<file path="config.mk">
export PLATFORM = sky130hd
export DESIGN_NAME = tpgs_div
export DESIGN_NICKNAME = d
export VERILOG_FILES = /design/src/sv/tpgs_div.sv
export SDC_FILE = /design/constraint.sdc
export NUM_CORES = 1
export LEC_CHECK = 0
export BUFFER_PORTS_ARGS = -buffer_cell sky130_fd_sc_hd__buf_2
export CAP_MARGIN = 10
export CELL_PAD_IN_SITES_DETAIL_PLACEMENT = 1
export CELL_PAD_IN_SITES_GLOBAL_PLACEMENT = 2
export CORE_MARGIN = 2
export CORE_UTILIZATION = 28
export DETAILED_ROUTE_END_ITERATION = 7
export PLACE_DENSITY = 0.79
export SLEW_MARGIN = 10
export SYNTH_ARGS = -nofsm -noshare
export SYNTH_HDL_FRONTEND = slang
export SYNTH_SLANG_ARGS = --single-unit
</file>
<file path="constraint.sdc">
create_clock -name aclk -period 1.8 [get_ports aclk]
set_clock_uncertainty 0.05 [all_clocks]
set_input_delay 0.18 -clock aclk [delete_from_list [all_inputs] [get_ports aclk]]
set_output_delay 0.18 -clock aclk [all_outputs]
set_load 0.1 [all_outputs]
</file>
<file path="src/sv/tpgs_div.sv">
// iterative restoring divider, 16-bit dividend by 8-bit divisor, one bit a cycle
// depends on nothing; divisor must hold steady while busy
module tpgs_div (
    input  logic        aclk,
    input  logic        aresetn,
    input  logic        start,
    input  logic [15:0] dividend,
    input  logic [7:0]  divisor,
    output logic        done,
    output logic [15:0] quot,
    output logic [7:0]  rmd
);

    logic        busy_reg;
    logic        done_reg;
    logic [3:0]  cnt_reg;
    logic [15:0] q_reg;
    logic [7:0]  r_reg;
    logic [8:0]  r_sh;
    logic        ge;
    logic [8:0]  r_sub;

    assign r_sh  = {r_reg, q_reg[15]};
    assign ge    = r_sh >= {1'b0, divisor};
    assign r_sub = ge ? (r_sh - {1'b0, divisor}) : r_sh;

    always_ff @(posedge aclk) begin
        if (!aresetn) begin
            busy_reg <= 1'b0;
            done_reg <= 1'b0;
            cnt_reg  <= '0;
        end else begin
            done_reg <= 1'b0;
            if (start) begin
                busy_reg <= 1'b1;
                cnt_reg  <= '0;
            end else if (busy_reg) begin
                cnt_reg <= cnt_reg + 4'd1;
                if (cnt_reg == 4'd15) begin
                    busy_reg <= 1'b0;
                    done_reg <= 1'b1;
                end
            end
        end
    end

    always_ff @(posedge aclk) begin
        if (start) begin
            q_reg <= dividend;
            r_reg <= '0;
        end else if (busy_reg) begin
            q_reg <= {q_reg[14:0], ge};
            r_reg <= r_sub[7:0];
        end
    end

    assign done = done_reg;
    assign quot = q_reg;
    assign rmd  = r_reg;

endmodule

</file>
==> run summary, run 1 <==
clock latency on the worst-skew pair = 0.28 ns
Placed Cells = 303
FILL cells = 691
RSZ-0062 raised after global routing = true
Slew Limit Headroom = 0.669
die area = 0.00654 sq mm
non-filler cells, final = 316
# DRC = 0
IO buf count = 51
All-Layer GR Usage = 0.137
HPWL after DPL = 3380 um
max reg flops = 16
Longest Clk Path Bufs = 2
cell accounting for the most synthesized area = edfxtp_1
RePlAce Congestion = 0.839
Reg clk slew, reported paths = 0.07 ns
simple-gate area share of the yosys netlist = 0.130
worst hold path class = input pin to flop
global-route wire length before repair = 6730 um
vias in the first global route = 1438
Max VDD drop = 509 uV
setup violators final = 5
Synth Instances = 151
max_cap viols = 0
initial DRC count = 35
chip height = 80.9 um
Clock H-tree levels = 2
run status = complete, but fails checks
Area Overhead vs Synth = 52.2%
Initial DRT Pass Iterations = 4
layout cell share with drive strength beyond 1 = 0.581
vias per cell = 4.58
largest net degree at the start of global routing = 14
syn avg cell area = 11.0 sq um
largest family of logic cells by synthesized area = multiplexers
CTS buffer count = 5
async set-reset flop share out of synthesis = 0
clock sink count = 30
# hold bufs at CTS = 0
synth warn = 0
core area = 0.00582 sq mm
Achievable Freq = 0.501 GHz
DRT antenna net count = 0
multiplexer share of the synthesized area = 0.148
n_diodes = 0
startpoint types = flop
nets = 277
Lkg Pwr = 0.00112 uW
CTS tree = built
initial antenna violation count = 0
DR WL/cell = 14.0 um
register bit total from synthesis = 30
IO Count = 52
Crit path required time = 1.94 ns
min Tclk post-route = 2.00 ns
Hold Fails Final Rpt = 0
Synth Area in Compound Gates = 0.104
syn nets = 188
final WL = 4410 um
Die W = 80.9 um
failing checks = negative setup slack
Crit Path Category = flop to flop
power consumption = 2140 uW
CP Max Fanout = 2
Adder-Cell Fraction of Synth Area = 0.0801
mapped cell area = 0.00166 sq mm
synth unique cells = 39
top post-synthesis cells by count = 16 x edfxtp_1, 16 x mux2_2, 15 x nor2_1
via count = 1447
top cell type's share of synthesized area = 0.290
# rows = 28
Starting Density = 0.285
Post-synth EDFFs = 16
crit end category = flop
Area contributors post-synth = edfxtp_1 29%, dfxtp_1 17%, mux2_2 11%
total grt overflow = 0
xor/xnor share of the synthesized area = 0.0423
CP arrival = 2.13 ns
Worst Max-Slew Pin Slew = 0.500 ns
clk root buf = clkbuf_8
final worst slack = -0.196 ns
final period utilization = 1.11
P per Cell Area = 848 mW/mm^2
sequential area share after synthesis = 0.460
max-slew violation count = 0
Synth Flop Type = edfxtp_1
-- metrics by stage --
stage | cell area, sq um | utilization | TNS (ns) | hold WS [ns] | setup slack [ns]
6_report | 2520 | 0.433 | -0.275 | 0.113 | -0.196
5_1_grt | 2520 | 0.433 | -0.981 | 0.122 | -0.262
4_1_cts | 2390 | 0.411 | -0.554 | 0.110 | -0.181
3_5_place_dp | 2260 | 0.388 | -0.734 | 0.411 | -0.160
3_3_place_gp | 2260 | 0.388 | -0.357 | 0.372 | -0.103
2_1_floorplan | 1690 | - | -4.48 | 0.258 | -0.621
-- final timing paths --
check | start | slack (ns) | endpoint | cells past startpoint
setup / recovery | quot[15] | -0.20 | rmd[6] | 8
hold / removal | aresetn | 0.11 | busy_reg | 2
setup reg to reg | quot[15] | -0.20 | rmd[6] | 8
hold reg to reg | cnt_reg[3] | 0.43 | done | 2
-- cells in the final DEF (no fill, tap or decap), drive strengths merged, types with 6 or more instances in the layout --
cell type,instances
nor2,15
edfxtp,16
inv,10
nand2,11
clkbuf,6
buf,86
ha,9
mux2,17
dfxtp,14
xor2,6
-- power by group --
group | switching [uW] | internal (uW) | leakage [uW]
combinational | 516 | 242 | 0.000794
sequential | 26.3 | 781 | 0.000278
clock | 263 | 307 | 0.0000472
total | 806 | 1330 | 0.00112
-- per-layer routing --
layer | GRT usage | vias to the layer above | wire (um)
met5 | 0 | - | 0
met4 | 0.0475 | 0 | 37
met3 | 0.0400 | 4 | 210
met2 | 0.239 | 34 | 2340
met1 | 0.161 | 694 | 1830
li1 | - | 715 | -
-- kinds of logic after synthesis --
logic type | Yosys count
compound gates | 23
simple gates | 44
buf+inv | 14
xor+xnor | 8
fa+ha+maj | 10
flops | 30
mux | 22
-- worst max-delay path, stage by stage, from the launching register on --
cell and delay [ns]:
edfxtp_1 0.41, inv_2 0.09, ha_4 0.14, fa_2 0.21
nand2b_4 0.13, a21oi_2 0.06, or4b_1 0.45, and4_1 0.16
o31ai_1 0.21
-- repair_timing --
action | CTS | global route
setup buffers | 2 | 4
endpoints found under the setup margin | 9 | 9
endpoints found under the hold margin | 0 | 0
gates resized for setup | 3 | 15
pin swaps | 3 | 9
-- final cells by class --
type	count	area [sq um]	area share
Timing Repair Buffer	86	534	0.212
Clock inverter	2	12.5	0.00497
Tap cell	75	93.8	0.0373
Sequential cell	30	768	0.305
Inverter	10	37.5	0.0149
Clock buffer	6	82.6	0.0328
Multi-Input combinational cell	107	990	0.393
Note: power is estimated with default switching activity, not from simulation.
==> inputs of run 2 (changes only) <==
BUFFER_PORTS_ARGS = not set   (was -buffer_cell sky130_fd_sc_hd__buf_2)
CORE_UTILIZATION = 34   (was 28)
DONT_BUFFER_PORTS = 1   (was not set)
PLACE_DENSITY = 0.77   (was 0.79)
==> run 2 against run 1 <==
Maximum frequency increased by 0.78%. Count of clock-buffer cells in the layout shrank 1. Cell area decreased by 5.2%. Hold slack lost 0.047 ns. Utilization is 7.2 points higher. Critical path depth stayed put. Power is 2.3% lower. Register-to-register slack better by 0.02 ns. First-iteration DRC count down 5.7%. Cell count shrank 14%. Non-clock buffer count decreased by 37. The flow still finishes with violations (negative setup slack). Sequential share of layout area increased by 1.7 points.
==> run summary, run 2 (synthesized netlist as in run 1, its figures left out) <==
r2r setup slk = -0.18 ns
Worst path depth = 8
initial DRC count = 33
initial antenna violation count = 0
worst setup path end = rmd[6]
CTS tree = built
min Tclk post-route = 1.98 ns
Crit Path Category = flop to flop
clock latency on the worst-skew pair = 0.28 ns
Lkg Pwr = 0.000984 uW
Reg clk slew, reported paths = 0.07 ns
CTS buffer count = 5
P per Cell Area = 874 mW/mm^2
biggest cell delay along the critical path = 0.46 ns
final WL = 4750 um
most used routing layer = met2
IO Count = 52
DR WL/cell = 17.5 um
failing checks = negative setup slack
clk root buf = clkbuf_8
chip height = 73.8 um
hold slack = 0.0661 ns
largest net degree at the start of global routing = 22
final worst slack = -0.180 ns
CP cell instances = inv_2 > ha_4 > fa_2 > nand2b_4 > a21oi_2 > or4b_1 > and4_1 > o31ai_2
crit-path leading delay family = simple AND/OR/NAND/NOR gates
Reg-to-Reg End = rmd[6]
fin util = 0.505
Clock H-tree levels = 2
total grt overflow = 0
FILL cells = 515
Hold Fails Final Rpt = 0
Crit path required time = 1.94 ns
worst path bufs/invs = 1
DRT antenna net count = 0
Slew Limit Headroom = 0.759
core area = 0.00472 sq mm
All-Layer GR Usage = 0.180
layout cell share with drive strength beyond 1 = 0.525
RePlAce Congestion = 0.838
max reg flops = 16
GR Util met2 = 0.323
power consumption = 2090 uW
CP Max Fanout = 2
worst hold path class = input pin to flop
GR Util met1 = 0.205
crit path max-delay cell type = or4b_1
clock sink count = 30
global-route wire length before repair = 7260 um
r2r startpoint = quot[15]
IO buf count = 0
pre-CTS setup slack = -0.209 ns
vias per cell = 5.05
CP arrival = 2.12 ns
vias in the first global route = 1493
Area Overhead vs Synth = 44.2%
crit end category = flop
CP startpoint = quot[15]
# DRC = 0
nets = 240
Starting Density = 0.350
Placed Cells = 258
setup violators final = 7
met3 usage = 0.0535
max-slew violation count = 0
Initial DRT Pass Iterations = 4
final period utilization = 1.10
Worst Max-Slew Pin Slew = 0.361 ns
via count = 1368
non-filler cells, final = 271
HPWL after DPL = 3420 um
Longest Clk Path Bufs = 2
die area = 0.00544 sq mm
R2R depth = 8
commonest non-fill, non-tap cell in the layout = buf_4
run status = complete, but fails checks
RSZ-0062 raised after global routing = true
commonest cells after routing, fill and taps aside = 44 x buf_4, 16 x mux2_2, 16 x edfxtp_1
# rows = 25
Die W = 73.8 um
Achievable Freq = 0.505 GHz
startpoint types = flop
Max VDD drop = 541 uV
max_cap viols = 0
n_diodes = 0
## run 2: area by class of cell
type / instances / area [sq um] / area share
clock buffer: 5 / 68.8 / 0.0288
timing repair buffer: 49 / 384 / 0.161
multi-input combinational: 107 / 1030 / 0.431
clock inverter: 3 / 16.3 / 0.00681
inverter: 10 / 37.5 / 0.0157
tap: 67 / 83.8 / 0.0351
sequential: 30 / 768 / 0.322
## run 2: per-stage QoR
stage,setup TNS [ns],instance area [sq um]
finish,-0.483,2390
detailed placement,-1.44,2080
floorplan,-4.48,1690
global placement,-0.815,2080
global route,-1.16,2390
CTS,-0.963,2240
## run 2: worst min-delay path by stage
stage / start / end / slack [ns] / depth (start not counted)
2_1_floorplan: aresetn / busy_reg / 0.26 / 1
3_3_place_gp: start / rmd[0] / 0.20 / 1
3_5_place_dp: start / rmd[0] / 0.20 / 1
4_1_cts: dividend[4] / quot[4] / 0.06 / 1
5_1_grt: dividend[6] / quot[6] / 0.05 / 1
6_report: dividend[4] / quot[4] / 0.07 / 1
## run 2: metal layers
layer	part of all wire	vias up
met5	0	-
met4	0.014	0
met3	0.044	9
met2	0.57	37
met1	0.37	685
li1	-	637
## run 2: report_power, final
| part | internal, uW | total (uW) | switching [uW] |
|---|---|---|---|
| combinational | 233 | 744 | 511 |
| clock | 264 | 531 | 267 |
| sequential | 782 | 812 | 30.3 |
## run 2: what timing repair did
action | CTS | global route
hold buffers | 2 | 0
setup endpoints to repair | 9 | 9
gates resized for setup | 5 | 23
buffers inserted | 2 | 1
pin swaps | 2 | 5
endpoints found under the hold margin | 3 | 0
